===== src/hw/rtl/mh2_pkg.sv =====
// mh2_pkg: shared types, constants and helpers for the murmur2 32-bit hash core
// no dependencies

package mh2_pkg;

  localparam logic [31:0] MIX_MUL    = 32'h5bd1e995;
  localparam logic [31:0] SEED_RESET = 32'hc70f6907;
  localparam int unsigned MIX_SHIFT  = 24;
  localparam int unsigned AVAL_SHIFT_A = 13;
  localparam int unsigned AVAL_SHIFT_B = 15;

  typedef enum logic [1:0] {
    OP_BEGIN  = 2'd0,
    OP_WORD   = 2'd1,
    OP_FINISH = 2'd2
  } op_t;

  typedef enum logic [1:0] {
    S_IDLE,
    S_WORD_K,
    S_WORD_H,
    S_FIN
  } state_t;

  typedef enum logic [2:0] {
    MS_DATA,
    MS_K,
    MS_H,
    MS_TAIL,
    MS_AVAL
  } mul_sel_t;

  typedef struct packed {
    logic     begin_load;
    logic     k_load;
    logic     h_mix;
    logic     h_tail;
    logic     out_load;
    mul_sel_t mul_sel;
  } cmd_t;

  function automatic logic [31:0] tail_bits(input logic [31:0] data, input logic [1:0] cnt);
    logic [31:0] res;
    res = '0;
    case (cnt)
      2'd0: res = '0;
      2'd1: res = data & 32'h0000_00ff;
      2'd2: res = data & 32'h0000_ffff;
      2'd3: res = data & 32'h00ff_ffff;
      default: res = '0;
    endcase
    return res;
  endfunction

endpackage


===== src/hw/rtl/mh2_if.sv =====
// mh2_if: valid/ready channel interfaces for input, result and seed write
// no dependencies

interface mh2_in_if;
  logic        valid;
  logic        ready;
  logic [1:0]  op;
  logic [31:0] length;
  logic [31:0] data_word;
  logic [1:0]  tail_count;

  modport source (output valid, op, length, data_word, tail_count, input ready);
  modport sink (input valid, op, length, data_word, tail_count, output ready);
endinterface

interface mh2_out_if;
  logic        valid;
  logic        ready;
  logic [31:0] hash;

  modport source (output valid, hash, input ready);
  modport sink (input valid, hash, output ready);
endinterface

interface mh2_cfg_if;
  logic        valid;
  logic        ready;
  logic [31:0] data;

  modport source (output valid, data, input ready);
  modport sink (input valid, data, output ready);
endinterface


===== src/hw/rtl/mh2_ctrl.sv =====
// mh2_ctrl: sequencing state machine, message-open flag and result valid
// depends on mh2_pkg

module mh2_ctrl (
  input  logic          clk,
  input  logic          rst_n,
  input  logic          in_valid,
  input  logic [1:0]    in_op,
  output logic          in_ready,
  input  logic          out_ready,
  output logic          out_valid,
  output mh2_pkg::cmd_t cmd
);
  import mh2_pkg::*;

  state_t state_r, state_nxt;
  logic   open_r, open_nxt;
  logic   out_valid_r, out_valid_nxt;
  logic   accept;

  assign in_ready  = (state_r == S_IDLE);
  assign accept    = in_valid && in_ready;
  assign out_valid = out_valid_r;

  always_ff @(posedge clk) begin
    if (!rst_n) begin
      state_r     <= S_IDLE;
      open_r      <= 1'b0;
      out_valid_r <= 1'b0;
    end else begin
      state_r     <= state_nxt;
      open_r      <= open_nxt;
      out_valid_r <= out_valid_nxt;
    end
  end

  always_comb begin
    state_nxt = state_r;
    open_nxt  = open_r;
    cmd       = '{begin_load: 1'b0, k_load: 1'b0, h_mix: 1'b0, h_tail: 1'b0,
                  out_load: 1'b0, mul_sel: MS_DATA};
    case (state_r)
      S_IDLE: begin
        if (accept) begin
          if (in_op == OP_BEGIN) begin
            cmd.begin_load = 1'b1;
            open_nxt       = 1'b1;
          end else if (in_op == OP_WORD && open_r) begin
            cmd.k_load  = 1'b1;
            cmd.mul_sel = MS_DATA;
            state_nxt   = S_WORD_K;
          end else if (in_op == OP_FINISH && open_r) begin
            cmd.h_tail  = 1'b1;
            cmd.mul_sel = MS_TAIL;
            open_nxt    = 1'b0;
            state_nxt   = S_FIN;
          end
        end
      end
      S_WORD_K: begin
        cmd.k_load  = 1'b1;
        cmd.mul_sel = MS_K;
        state_nxt   = S_WORD_H;
      end
      S_WORD_H: begin
        cmd.h_mix   = 1'b1;
        cmd.mul_sel = MS_H;
        state_nxt   = S_IDLE;
      end
      S_FIN: begin
        cmd.mul_sel = MS_AVAL;
        if (!out_valid_r || out_ready) begin
          cmd.out_load = 1'b1;
          state_nxt    = S_IDLE;
        end
      end
      default: state_nxt = S_IDLE;
    endcase

    if (cmd.out_load) begin
      out_valid_nxt = 1'b1;
    end else if (out_ready) begin
      out_valid_nxt = 1'b0;
    end else begin
      out_valid_nxt = out_valid_r;
    end
  end

endmodule


===== src/hw/rtl/mh2_dp.sv =====
// mh2_dp: seed, running hash and mix registers around one shared constant multiplier
// depends on mh2_pkg

module mh2_dp (
  input  logic          clk,
  input  logic          rst_n,
  input  mh2_pkg::cmd_t cmd,
  input  logic          cfg_we,
  input  logic [31:0]   cfg_data,
  input  logic [31:0]   in_length,
  input  logic [31:0]   in_data_word,
  input  logic [1:0]    in_tail_count,
  output logic [31:0]   out_hash
);
  import mh2_pkg::*;

  logic [31:0] seed_r, seed_nxt;
  logic [31:0] h_r, h_nxt;
  logic [31:0] k_r, k_nxt;
  logic [31:0] hash_r, hash_nxt;
  logic [31:0] mul_a;
  logic [31:0] prod;

  always_comb begin
    case (cmd.mul_sel)
      MS_DATA: mul_a = in_data_word;
      MS_K:    mul_a = k_r ^ (k_r >> MIX_SHIFT);
      MS_H:    mul_a = h_r;
      MS_TAIL: mul_a = h_r ^ tail_bits(in_data_word, in_tail_count);
      MS_AVAL: mul_a = h_r ^ (h_r >> AVAL_SHIFT_A);
      default: mul_a = h_r;
    endcase
  end

  assign prod = mul_a * MIX_MUL;

  always_comb begin
    seed_nxt = cfg_we ? cfg_data : seed_r;
    k_nxt    = cmd.k_load ? prod : k_r;
    hash_nxt = cmd.out_load ? (prod ^ (prod >> AVAL_SHIFT_B)) : hash_r;
    h_nxt    = h_r;
    if (cmd.begin_load) begin
      h_nxt = seed_r ^ in_length;
    end else if (cmd.h_mix) begin
      h_nxt = prod ^ k_r;
    end else if (cmd.h_tail && in_tail_count != 2'd0) begin
      h_nxt = prod;
    end
  end

  always_ff @(posedge clk) begin
    if (!rst_n) begin
      seed_r <= SEED_RESET;
      h_r    <= '0;
    end else begin
      seed_r <= seed_nxt;
      h_r    <= h_nxt;
    end
  end

  always_ff @(posedge clk) begin
    k_r    <= k_nxt;
    hash_r <= hash_nxt;
  end

  assign out_hash = hash_r;

endmodule


===== src/hw/rtl/murmur2_32_hash_core.sv =====
// murmur2_32_hash_core: 32-bit murmur2 hash, one message per begin/word/finish sequence
// depends on mh2_pkg, mh2_if, mh2_ctrl, mh2_dp
// begin loads the running hash on acceptance; a full word chains three products on one multiplier
// finish mixes in the tail, then S_FIN loads the hash once the output register is free
// one transaction in flight at a time; a finished hash waits in the output register
// synchronous active-low reset: seed back to its default, no message open, no result

module murmur2_32_hash_core (
  input  logic       clk,
  input  logic       rst_n,
  mh2_in_if.sink     in_ch,
  mh2_out_if.source  out_ch,
  mh2_cfg_if.sink    cfg_ch
);
  import mh2_pkg::*;

  cmd_t cmd;

  assign cfg_ch.ready = 1'b1;

  mh2_ctrl u_ctrl (
    .clk       (clk),
    .rst_n     (rst_n),
    .in_valid  (in_ch.valid),
    .in_op     (in_ch.op),
    .in_ready  (in_ch.ready),
    .out_ready (out_ch.ready),
    .out_valid (out_ch.valid),
    .cmd       (cmd)
  );

  mh2_dp u_dp (
    .clk           (clk),
    .rst_n         (rst_n),
    .cmd           (cmd),
    .cfg_we        (cfg_ch.valid),
    .cfg_data      (cfg_ch.data),
    .in_length     (in_ch.length),
    .in_data_word  (in_ch.data_word),
    .in_tail_count (in_ch.tail_count),
    .out_hash      (out_ch.hash)
  );

endmodule


===== src/flat_wrapper.sv =====
// flat-port wrapper written by rule: the top's interface ports become plain ports
module murmur2_32_hash_core_flat import mh2_pkg::*;
  (clk, rst_n, in_ch_valid, in_ch_op, in_ch_length, in_ch_data_word, in_ch_tail_count, in_ch_ready, out_ch_valid, out_ch_hash, out_ch_ready, cfg_ch_valid, cfg_ch_data, cfg_ch_ready);
  mh2_in_if in_ch_i ();
  mh2_out_if out_ch_i ();
  mh2_cfg_if cfg_ch_i ();
  input  logic clk;
  input  logic rst_n;
  input wire logic [$bits(in_ch_i.valid)-1:0] in_ch_valid;
  input wire logic [$bits(in_ch_i.op)-1:0] in_ch_op;
  input wire logic [$bits(in_ch_i.length)-1:0] in_ch_length;
  input wire logic [$bits(in_ch_i.data_word)-1:0] in_ch_data_word;
  input wire logic [$bits(in_ch_i.tail_count)-1:0] in_ch_tail_count;
  output wire logic [$bits(in_ch_i.ready)-1:0] in_ch_ready;
  output wire logic [$bits(out_ch_i.valid)-1:0] out_ch_valid;
  output wire logic [$bits(out_ch_i.hash)-1:0] out_ch_hash;
  input wire logic [$bits(out_ch_i.ready)-1:0] out_ch_ready;
  input wire logic [$bits(cfg_ch_i.valid)-1:0] cfg_ch_valid;
  input wire logic [$bits(cfg_ch_i.data)-1:0] cfg_ch_data;
  output wire logic [$bits(cfg_ch_i.ready)-1:0] cfg_ch_ready;
  assign in_ch_i.valid = in_ch_valid;
  assign in_ch_i.op = in_ch_op;
  assign in_ch_i.length = in_ch_length;
  assign in_ch_i.data_word = in_ch_data_word;
  assign in_ch_i.tail_count = in_ch_tail_count;
  assign in_ch_ready = in_ch_i.ready;
  assign out_ch_valid = out_ch_i.valid;
  assign out_ch_hash = out_ch_i.hash;
  assign out_ch_i.ready = out_ch_ready;
  assign cfg_ch_i.valid = cfg_ch_valid;
  assign cfg_ch_i.data = cfg_ch_data;
  assign cfg_ch_ready = cfg_ch_i.ready;
  murmur2_32_hash_core u_core (.clk(clk), .rst_n(rst_n), .in_ch(in_ch_i), .out_ch(out_ch_i), .cfg_ch(cfg_ch_i));
endmodule

===== config.mk =====
export PLATFORM = sky130hd
export DESIGN_NAME = murmur2_32_hash_core_flat
export DESIGN_NICKNAME = d
export VERILOG_FILES = /design/src/hw/rtl/mh2_pkg.sv /design/src/hw/rtl/mh2_if.sv /design/src/hw/rtl/mh2_ctrl.sv /design/src/hw/rtl/mh2_dp.sv /design/src/hw/rtl/murmur2_32_hash_core.sv /design/src/flat_wrapper.sv
export SDC_FILE = /design/constraint.sdc
export NUM_CORES = 1
export LEC_CHECK = 0
export ABC_AREA = 0
export BUFFER_PORTS_ARGS = -buffer_cell sky130_fd_sc_hd__buf_2
export CAP_MARGIN = 25
export CORE_AREA = 2 2 173 175
export DETAILED_ROUTE_END_ITERATION = 10
export DIE_AREA = 0 0 175 177
export PLACE_DENSITY = 0.76
export SETUP_SLACK_MARGIN = 0.1
export SLEW_MARGIN = 20
export SYNTH_ARGS = -nofsm -noshare
export SYNTH_HDL_FRONTEND = slang
export SYNTH_SLANG_ARGS = --single-unit

===== constraint.sdc =====
create_clock -name clk -period 11.53 [get_ports clk]
set_clock_uncertainty 0.05 [all_clocks]
set_input_delay 1.153 -clock clk [delete_from_list [all_inputs] [get_ports clk]]
set_output_delay 1.153 -clock clk [all_outputs]
set_load 0.05 [all_outputs]

==> flow_results.org, run 1 <==
** Status
- Run status :: completed

** Worst setup path
- On the worst path, the slowest cell contributes a delay of 0.61 ns.
- Launching element type of the critical path :: input port
- Largest driver fanout on the critical path :: 17
- Slowest cell on crit path :: nand3_1
- Worst Setup Path Type :: in -> reg
- Category of the worst setup path capture point :: flip-flop
- For the worst setup path, the data required time is 11.80 ns.
- Arrival time of data at the critical path endpoint :: 10.05 ns

** GRT
- Grt ovf :: 0
- Global routing consumed, over all layers together, 32.7% of the routing resources.
- Entering global routing, the biggest net connects 72 pins.
- The number of global-route vias before repair came to 13,075.
- Wire length of the first global-routing pass :: 75,900 um
- The initial antenna violation count is 0.

** Clock tree
- Clock tree synthesis found a total of 132 sinks.
- TritonCTS created 17 clock buffers.
- Post-CTS timing repair inserted 0 buffers for setup.
- In this run, post-CTS repair resized a total of 0 instances.
- After clock tree synthesis, the clock-pin slew on the worst setup and hold paths is 0.06 ns.
- H-tree levels :: 4
- CTS hold repair buffers :: 0
- Maximum clock path buffer count :: 2
- Clock tree synthesis selected as its root buffer the cell clkbuf_16.
- TritonCTS built the clock tree.
- Clock Latency Late Sink :: 0.43 ns

** Die
- The initial utilization of the core area, before any placement, comes to 56.2%.
- In this run the count of I/O pins placed on the die edge is 140.
- Floorplan die area :: 0.0310 mm2
- The floorplan has 63 rows.
- Horizontal extent of the die :: 175 um
- Core region area :: 0.0292 mm2
- The die is 177 um tall.

** Cells and area
- Count of fill cells added during filler insertion :: 2,459
- Of the cells placed in the final design, the portion with a size suffix greater than 1 is 12.4%.
- Total number of nets in the final design :: 2,368
- The area growth from synthesis to layout is 10.0%.
- The number of antenna diodes in the final layout is 0.

** Drt
- Top layer in use :: met4
- For this block, the routed nets add up to 49,600 um of wire.
- The count of nets left with antenna violations once routing finished came out at 0.
- After detailed routing, the number of remaining DRC violations is 0.
- Via density per instance :: 5.79
- Total met2 wirelength after detailed routing :: 22,400 um
- Total iterations of the first detailed-routing run :: 7
- After detailed routing, the wire length on met1 is 20,100 um.
- Via count :: 13,163
- Summed over all nets, wire length on met3 after detailed routing comes to 4890 um.
- After the first detailed-routing iteration, the DRC count stood at 1,424.
- Routed len/inst :: 21.8 um

** Timing
- Slew headroom :: 17.1%
- Final sum of negative setup slack :: 0 ns
- Measured slew at the worst slew-check pin :: 1.23 ns
- Derived from the worst setup path, the maximum achievable clock frequency is 0.102 GHz.
- The smallest clock period supported by the final layout is computed as 9.78 ns.
- Of the available clock period, the critical path in the final layout requires 84.9%.
- In the post-route analysis, the smallest setup slack over all paths is 1.75 ns.
- Final-report hold violation count :: 0
- RSZ-0062 raised after global routing :: false
- Max-slew violation count :: 0
- Total of endpoints with negative setup slack in the final report :: 0

** Logic synthesis
- Synthesis inferred 132 register bits.
- When the netlist entered floorplanning its net count stood at 2,241.
- Yosys mapped a number of flops with a built-in enable equal to 64.
- Synth async-reset ratio :: 0%
- Post-synth top flop :: dfxtp_1
- Dominant cells by area after synthesis :: fa_1 (22%), ha_1 (16%), edfxtp_1 (12%)
- The synthesized netlist occupies a cell area of 0.0164 mm2.
- In the synthesized netlist, the number of instances is 1,744.
- Seq/Total Area, Yosys :: 20.0%
- During synthesis, Yosys emitted a total of 0 warnings.
- The average instance in the mapped netlist occupies 9.42 um2.
- The top cell type by area accounts for 21.9% of the synthesized area.
- Area leader, netlist :: fa_1
- Library cells used by synthesis :: 89

** Place
- RePlAce Congestion :: 1.05
- Setup slack at placement :: 1.42 ns
- Summed over all nets, the half-perimeter wirelength after detailed placement is 39,500 um.
- Port buffering added 138 buffers.

** Flow run
- Max-cap violations :: 0

** Worst hold path
- Path type of the worst min-delay path :: reg -> reg
through the flow:
| step | cell area (um2) | hold WS (ns) | instances | utilization [%] |
|---|---|---|---|---|
| 5_1_grt | 18100 | 0.466 | 2274 | 61.8 |
| 4_1_cts | 18100 | 0.439 | 2273 | 61.8 |
| 3_5_place_dp | 17500 | 0.433 | 2241 | 59.9 |
| 3_3_place_gp | 17500 | 0.424 | 2241 | 59.9 |
| 2_1_floorplan | 16400 | 0.401 | 1744 | - |
| 6_report | 18100 | 0.447 | 2274 | 61.8 |
registers in the layout, summed over array words and instances, names as in the netlist:
| register | flops |
|---|---|
| u_core.u_dp.out_hash | 32 |
| u_core.u_ctrl.out_valid | 1 |
| u_core.u_dp.k_r | 32 |
| u_core.u_dp.h_r | 32 |
| u_core.u_ctrl.open_r | 1 |
| u_core.u_dp.seed_r | 32 |
| u_core.u_ctrl.state_r | 2 |
cells by family (layout without fill, tap and decap cells):
kind of cell / Yosys count / count (layout) / synth area share, %
and+or+nand+nor: 312 / 312 / 9.10
buffers and inverters: 434 / 574 / 10.5
AOI/OAI and AO/OA: 294 / 294 / 12.2
adders and majority gates: 392 / 392 / 38.1
muxes: 38 / 38 / 2.32
xor gates and xnor gates: 141 / 141 / 7.90
other: 1 / 1 / 0.0228
DFF: 132 / 132 / 20.0
layout make-up:
cell class | instances | area [um2] | share of cell area (%)
clock buffers | 17 | 425 | 2.35
clock inverters | 15 | 138 | 0.761
inverters | 380 | 1430 | 7.89
multi-input cells | 1178 | 11500 | 63.3
flip-flops and latches | 132 | 3280 | 18.2
well taps | 390 | 488 | 2.70
repair buffers | 162 | 868 | 4.80
critical path: cells and delay by family:
family / cells / cell delay (ns)
AOI/OAI and AO/OA: 6 / 1.56
xor gates and xnor gates: 1 / 0.34
adders and majority gates: 9 / 3.45
buffers and inverters: 7 / 0.73
and+or+nand+nor: 11 / 2.78
synth_stat cells (all sizes together) (10+ instances only):
| master | n |
|---|---|
| xnor2 | 83 |
| buf | 14 |
| o21ai | 64 |
| nor2b | 24 |
| nand3 | 19 |
| inv | 378 |
| clkbuf | 40 |
| nand2 | 159 |
| nor2 | 44 |
| dfxtp | 68 |
| a22oi | 10 |
| ha | 212 |
| xor2 | 55 |
| a21oi | 82 |
| edfxtp | 64 |
| a21boi | 21 |
| fa | 180 |
| a21o | 17 |
| o211ai | 27 |
| nor3b | 11 |
| mux2i | 37 |
path summary, 6_finish.rpt:
check	start	end	slack, ns	cells past startpoint
setup reg to reg	u_core.u_ctrl.state_r[0]	u_core.u_dp.h_r[29]	2.06	30
hold reg to reg	u_core.u_dp.h_r[8]	u_core.u_dp.h_r[8]	0.45	2
hold / removal	u_core.u_dp.h_r[8]	u_core.u_dp.h_r[8]	0.45	2
setup / recovery	in_ch_op[0]	u_core.u_dp.h_r[29]	1.75	34
layout by cell type (no fill, tap or decap), drive strengths merged, types with 64 or more instances in the layout:
cell / synthesis / routed
edfxtp: 64 / 64
nand2: 159 / 159
o21ai: 64 / 64
a21oi: 82 / 82
buf: 14 / 162
xnor2: 83 / 83
fa: 180 / 180
dfxtp: 68 / 68
ha: 212 / 212
inv: 378 / 386
per-layer routing:
layer / GRT usage, % / up-vias
met4: 13.6 / 0
met2: 52.5 / 719
met1: 44.2 / 6402
li1: - / 5930
met5: 0 / -
met3: 5.43 / 112
Power of run 1 is left out: the tool's default activity adds up to more than one toggle a clock period on the data nets, which glitch-free logic cannot reach.
==> run 2, diff against run 1 <==
clock period = 10.1 ns   (was 11.53 ns; I/O delays follow)
==> run 2 against run 1 <==
Net effect: via count rose by 0.79%; clock-buffer cell count increased by 2; global-route usage rose by 1.0 points; critical path depth shrank 4; worst hold slack barely moved; cell count is 0.79% higher; flip-flop and latch count did not move; critical endpoint is now u_core.u_dp.out_hash[13]; highest routed layer unchanged.
==> flow_results.org, run 2 (synthesis results as in run 1) <==
** Worst setup path
- Count of cells along the worst register-to-register path :: 29 (-3.3%)
- The slowest stage of the critical path belongs to the cell xnor2_1.
- Buf/Inv on CP :: 6 (-1)
- The worst setup path is launched from an input port.
- Counting stages on the worst path, the most repeated cell is fa_1.
- Category of the worst setup path capture point :: flip-flop
- Crit Reg-Reg Endpoint :: u_core.u_dp.out_hash[13]
- The data arrival time at the worst-slack endpoint came to 9.10 ns (-0.95 ns).
- The internal reg-to-reg setup slack was 1.20 ns (-0.86 ns).
- Largest driver fanout on the critical path :: 16 (-1)
- The stage delay of the slowest cell on the critical path is 0.54 ns (-0.07 ns).
- The worst register-to-register path begins at u_core.u_ctrl.state_r[0].
- Worst Setup Path Type :: in -> reg
- The data required time at the worst endpoint came to 10.21 ns (-1.59 ns).
- Top Family by Delay on Critical Path :: adder cells

** Drt
- The routed length per placed instance came to 22.1 um (+1.2%).
- The count of routing violations after the opening detailed-route iteration is 1,474 (+3.5%).
- The detailed-route wire length came to 50,600 um (+2.0%).
- Via density per instance :: 5.79 (about the same)
- Via count :: 13,267 (+0.79%)
- Total iterations of the first detailed-routing run :: 6 (-1)
- The remaining number of nets flagged by the antenna check after routing was 0 (unchanged).
- DRC violation count after routing :: 0 (unchanged)

** Clock tree
- The setup fix buffers added after clock tree synthesis is 0 (unchanged).
- H-tree levels :: 4 (unchanged)
- Cts bufs inserted :: 17 (unchanged)
- The count of hold buffers inserted by post-cts repair was 0 (unchanged).
- Clock transition at the register clock pins on the worst setup and hold paths after CTS :: 0.06 ns (about the same)
- The maximum number of buffers from clock root to sink is 2 (unchanged).
- The number of instances resized during post-cts repair is 0 (unchanged).
- Clock tree from TritonCTS :: done
- The clock insertion delay at the later pin of the skew report came to 0.43 ns (about the same).
- Clock tree synthesis selected as its root buffer the cell clkbuf_16.
- The number of clock sinks came to 132 (unchanged).

** Place
- The HPWL after detailed placement was 40,700 um (+3.1%).
- The count of buffers from port buffering came to 138 (unchanged).
- The placer's final routability congestion estimate came to 0.996 (-5.2%).

** Die
- The overall die height is 177 um (unchanged).
- The number of cell rows is 63 (unchanged).
- The width of the die is 175 um (unchanged).
- The total I/O pin count is 140 (unchanged).
- The floorplan core area is 0.0292 mm2 (unchanged).
- The area enclosed by the die boundary came to 0.0310 mm2 (unchanged).
- The starting utilization of the core area was 56.2% (unchanged).

** Worst hold path
- For hold timing, the worst endpoint is u_core.u_dp.seed_r[25].
- Hold Path Cell Cnt :: 2 (unchanged)
- Min-delay src :: u_core.u_dp.seed_r[25]
- The tightest min-delay check is of the reg -> reg type.

** Cells and area
- The final layout net count was 2,386 (+0.76%).
- Layout cells sized above 1 :: 13.2% (+0.83 points)
- The area growth from synthesis to layout is 11.1%.
- Most common cell after layout, fill and taps aside :: inv_1
- The number of antenna cells inserted came to 0 (unchanged).
- In the layout the commonest cells are inv_1 (378), ha_1 (212), fa_1 (180).

** Timing
- Static timing analysis puts the maximum clock frequency at 0.111 GHz.
- The final count of negative-setup-slack endpoints came to 0 (unchanged).
- RSZ-0062 raised after global routing :: false
- The final count of pins violating max slew came to 0 (unchanged).
- Slew headroom :: 27.9% (+11 points)
- Subtracting the final worst setup slack from the clock period gives 8.99 ns.
- The total negative setup slack was 0 ns (unchanged).
- Measured slew at the worst slew-check pin :: 1.08 ns (-0.151 ns)
- Final-report hold violation count :: 0 (unchanged)
- Share of the clock period used by the worst path :: 89.1%

** GRT
- Largest net degree at the start of global routing :: 72 (unchanged)
- The initial antenna violation count was 0 (unchanged).
- The first-pass GRT wire length was 78,300 um (+3.2%).
- The remaining global-route overflow was 0 (unchanged).
- Number of global-route vias before repair :: 13,593 (+4.0%)
- The total track usage was 33.7% (+1.0 points).

** Status
- Run status :: completed

** Flow run
- Max-cap violations :: 0 (unchanged)
run 2: changes by cell type in the layout (fill, tap and decap cells not counted), sizes merged:
cell      previous run  this run
bufinv               0         1
buf                162       180
clkbuf              17        19
clkinvlp             3         0
run 2: worst min-delay path, delay by kind of cell, from the launching register on:
kind          cells  cell delay (ns)
flops             1             0.34
simple gates      1             0.06
mux               1             0.07
run 2: stage by stage:
| step | util, % | hold slack [ns] | instances | setup slack (ns) | area, um2 |
|---|---|---|---|---|---|
| final | 62.4 | 0.447 | 2292 | 1.11 | 18300 |
| after global routing | 62.4 | 0.470 | 2292 | 0.847 | 18300 |
| after CTS | 62.4 | 0.445 | 2292 | 1.22 | 18300 |
| after detailed placement | 60.4 | 0.433 | 2260 | 0.781 | 17700 |
| after global placement | 60.4 | 0.425 | 2260 | 0.946 | 17700 |
| after floorplan | - | 0.401 | 1744 | 1.21 | 16400 |
run 2: final cells by class:
class,instances,area [um2]
flip-flops and latches,132,3280
repair buffers,180,1010
clock inverters,13,131
multi-input cells,1178,11500
fillers,2463,11000
clock buffers,19,464
inverters,380,1430
well taps,390,488
run 2: routing by layer:
metal,part of all wire (%),vias up,routed length [um],track usage (%)
li1,-,5953,-,-
met1,39,6439,20000,44.2
met2,46,734,23000,54.7
met3,10,141,5270,7.13
met4,4.6,0,2340,13.9
met5,0,-,0,0
run 2: worst max path at each step:
| stage | start | endpoint | slack (ns) | cells after the start |
|---|---|---|---|---|
| final | in_ch_op[0] | u_core.u_dp.out_hash[13] | 1.11 | 30 |
| after global placement | in_ch_op[0] | u_core.u_dp.out_hash[16] | 0.95 | 31 |
| after floorplan | in_ch_op[1] | u_core.u_dp.h_r[29] | 1.21 | 33 |
| after detailed placement | in_ch_op[0] | u_core.u_dp.out_hash[13] | 0.78 | 30 |
| after global routing | in_ch_op[0] | u_core.u_dp.h_r[28] | 0.85 | 32 |
| after CTS | in_ch_op[0] | u_core.u_dp.out_hash[13] | 1.22 | 30 |
Power of run 2 is left out for the same reason.
==> run 3, diff against run 2 <==
CORE_AREA = 2 2 172 174   (was 2 2 173 175)
DIE_AREA = 0 0 174 176   (was 0 0 175 177)
GPL_TIMING_DRIVEN = 0   (was default)
SYNTH_HIERARCHICAL = 1   (was default)
==> run 3 against run 2 <==
Net effect: fmax fell by 7.4%; worst hold slack worse by 0.0060 ns; register-to-register slack got worse by 0.53 ns; first-iteration DRC count grew 5.6%; sequential share of layout area up 0.069 points; setup slack worse by 0.71 ns; area after synthesis down 1.7%; synthesized cell count down 3.2%; clock-buffer cell count shrank 2; global-route usage shrank 0.53 points; critical endpoint is now u_core/u_dp/out_hash[11]; highest routed layer is now met5.
==> flow_results.org, run 3 <==
** Clock tree
- Clock transition at the register clock pins on the worst setup and hold paths after CTS :: 0.06 ns (about the same)
- Clock tree from TritonCTS :: done
- Cts bufs inserted :: 17 (unchanged)
- The count of hold buffers inserted by post-cts repair is 0 (unchanged).
- Clock tree sinks :: 132 (unchanged)
- The maximum number of buffers from clock root to sink is 2 (unchanged).
- H-tree levels :: 4 (unchanged)
- Clock Latency Late Sink :: 0.44 ns (about the same)
- Master cell of the clock root buffer :: clkbuf_16

** Logic synthesis
- The share of async-settable or async-resettable flops after synthesis was 0% (unchanged).
- The synthesis-stage register bit count is 132 (unchanged).
- The count of unique library cells instantiated by Yosys was 76 (-15%).
- Area leader, netlist :: fa_1
- inv_1 is the most common cell in the netlist.
- Post-synth top flop :: dfxtp_1
- Mapped Avg Cell Area :: 9.57 um2 (+1.6%)
- Seq/Total Area, Yosys :: 20.3% (+0.35 points)
- Synthesized instance count :: 1,688 (-3.2%)
- Dominant cells by area after synthesis :: fa_1 (22%), ha_1 (17%), edfxtp_1 (12%)
- The post-synth design cell area came to 0.0162 mm2 (-1.7%).
- Share of the synthesized area in the top cell type :: 22.4% (+0.50 points)
- The post-synth net total is 2,190 (-2.3%).
- Total of warnings raised by yosys :: 6 (+6)
- Number of flops mapped to enable cells by yosys :: 64 (unchanged)
- In the synthesized netlist, the cells that appear most often are inv_1 (357), ha_1 (216), fa_1 (181), nand2_1 (138), xnor2_1 (97).

** Worst setup path
- The internal reg-to-reg setup slack is 0.67 ns (-0.53 ns).
- Category of the worst setup path capture point :: flip-flop
- Largest driver fanout on the critical path :: 10 (-6)
- The cell that appears most often on the critical path is inv_1.
- The worst setup path is launched from an input port.
- The slowest stage of the critical path is the fa_1 cell.
- The data arrival time at the worst-slack endpoint is 9.82 ns (+0.72 ns).
- The data required time at the worst endpoint was 10.21 ns (about the same).
- Crit-path max cell delay :: 0.56 ns (+0.02 ns)
- The critical path in this run is classified as in -> reg.

** Cells and area
- The count of fill cells added during filler insertion is 2,403 (-2.4%).
- The total area of multi-input combinational cells is 0.0114 mm2 (about the same).
- Leaving out fill and tap cells, the most frequent cell in the layout is inv_1.
- The number of antenna cells inserted came to 0 (unchanged).
- Area occupied by registers :: 0.00328 mm2 (about the same)
- Layout cells sized above 1 :: 12.9% (-0.38 points)
- Layout area overhead :: 12.5%
- Leading cell types in the layout, fill and taps excluded :: inv_1 (355), ha_1 (216), fa_1 (181)
- The final layout net count came to 2,354 (-1.3%).

** Timing
- The remaining max-slew budget at the tightest pin is 11.8% (-16 points).
- The final hold violation count came to 0 (unchanged).
- The setup slack after layout is 0.391 ns (-0.715 ns).
- Max-slew violation count :: 0 (unchanged)
- The final critical delay including setup and external delays came to 9.71 ns (+0.715 ns).
- Setup repair after global routing left no endpoint under its margin.
- The final hold slack came to 0.441 ns (-0.00600 ns).
- The transition time at the pin with the least slew margin is 1.31 ns (+0.235 ns).
- Total of endpoints with negative setup slack in the final report :: 0 (unchanged)
- The top achievable clock speed is 0.103 GHz (-7.4%).
- Share of the clock period used by the worst path :: 96.1% (+7.1 points)

** GRT
- Initial antenna violation count :: 1 (+1)
- The first-pass GRT wire length is 75,700 um (-3.3%).
- Grt ovf :: 0 (unchanged)
- GR Util All Layers :: 33.2% (-0.53 points)
- Number of global-route vias before repair :: 13,345 (-1.8%)
- The maximum number of pins on one net before global-route repair was 33 (-54%).

** Drt
- The number of detailed-routing iterations run before antenna repair was 6 (unchanged).
- The routed length per placed instance came to 22.2 um (+0.72%).
- The via density per instance is 5.82 (+0.62%).
- Antenna-violating nets left :: 0 (unchanged)
- Routed signal wires occupy layers up through met5.
- The count of routing violations after the opening detailed-route iteration came to 1,556 (+5.6%).
- Total met2 wirelength after detailed routing :: 22,900 um (-0.58%)
- The detailed-route wire length is 50,000 um (-1.2%).
- Total length of routed met3 wires :: 4960 um (-6.0%)
- Via count :: 13,099 (-1.3%)
- The final routed DRC violation total is 0 (unchanged).
- The sum of routed wire segments on met1 came to 19,900 um (-0.22%).

** Die
- Top Ports :: 140 (unchanged)
- Floorplan die area :: 0.0306 mm2 (-1.1%)
- Site row count :: 62 (-1.6%)
- Die outline height :: 176 um (-0.56%)
- The starting utilization of the core area came to 56.6% (+0.39 points).
- The floorplan core area was 0.0285 mm2 (-2.4%).
- Horizontal extent of the die :: 174 um (-0.57%)

** Place
- The HPWL after detailed placement is 40,100 um (-1.7%).
- The worst setup slack after placement came to -1.93 ns (-2.71 ns).
- RePlAce Congestion :: 0.979 (-1.7%)
- The count of buffers from port buffering is 137 (-0.72%).

** Worst hold path
- Path type of the worst min-delay path :: reg -> reg

** Status
- Run status :: completed

** Flow run
- Max-cap violations :: 0 (unchanged)
==> run 3: cell types whose count changed after synthesis, sizes merged, moves of 8 or more <==
cell / before / now
xnor2: 83 / 97
mux2i: 37 / 47
buf: 14 / 22
o21ai: 64 / 44
inv: 378 / 357
a21oi: 82 / 60
nand2: 159 / 138
xor2: 55 / 38
a211oi: 5 / 20
==> run 3: metal layers <==
metal	global-route usage [%]	up-vias
li1	-	5839
met1	43.9	6425
met2	53.8	694
met3	6.87	139
met4	13.3	2
met5	0	-
==> run 3: worst paths after layout <==
| check | cells past startpoint | end | from |
|---|---|---|---|
| setup / recovery | 40 | u_core/u_dp/out_hash[11] | in_ch_op[0] |
| hold / removal | 2 | u_core/u_dp/h_r[10] | u_core/u_dp/h_r[10] |
| setup reg to reg | 32 | u_core/u_dp/h_r[31] | u_core/u_ctrl/state_r[1] |
| hold reg to reg | 2 | u_core/u_dp/h_r[10] | u_core/u_dp/h_r[10] |
==> run 3: final cells by class <==
type | instances | area share [%]
plain buffers | 59 | 1.52
clock buffers | 17 | 2.34
clock inverters | 15 | 0.750
inverters | 357 | 7.37
multi-input cells | 1138 | 63.0
flip-flops and latches | 132 | 18.1
well taps | 384 | 2.64
repair buffers | 147 | 4.36
==> run 3: critical path, delay by kind of cell <==
family / cells / cell delay, ns
buffers and inverters: 15 / 1.75
AND/OR/NAND/NOR: 6 / 0.91
adder cells (fa/ha/maj): 9 / 3.93
XOR/XNOR: 2 / 0.34
AO/OA/AOI/OAI: 8 / 1.84
==> run 3: logic make-up (layout without fill, tap and decap cells) <==
| logic type | Yosys count | count (layout) | share of synthesized area (%) |
|---|---|---|---|
| xor gates and xnor gates | 140 | 140 | 8.08 |
| DFF | 132 | 132 | 20.3 |
| adders and majority gates | 397 | 397 | 39.2 |
| other | 1 | 1 | 0.0232 |
| and+or+nand+nor | 301 | 301 | 9.01 |
| AOI/OAI and AO/OA | 249 | 249 | 10.3 |
| buffers and inverters | 418 | 595 | 9.96 |
| muxes | 50 | 50 | 3.14 |
==> run 3: metrics by stage <==
stage	TNS [ns]	instance area, um2	std cells	utilization [%]
floorplan	0	16200	1688	-
global placement	-102.00	17300	2209	60.7
detailed placement	-71.51	17500	2216	61.1
CTS	0	18100	2250	63.3
global route	0	18200	2249	63.7
finish	0	18200	2249	63.7
==> run 3: repair_timing <==
item	in CTS	in global routing
pin swaps	2	6
hold endpoints to repair	0	0
endpoints found under the setup margin	61	36
buffers inserted	2	1
resized for setup	19	23
Power of run 3 is left out for the same reason.
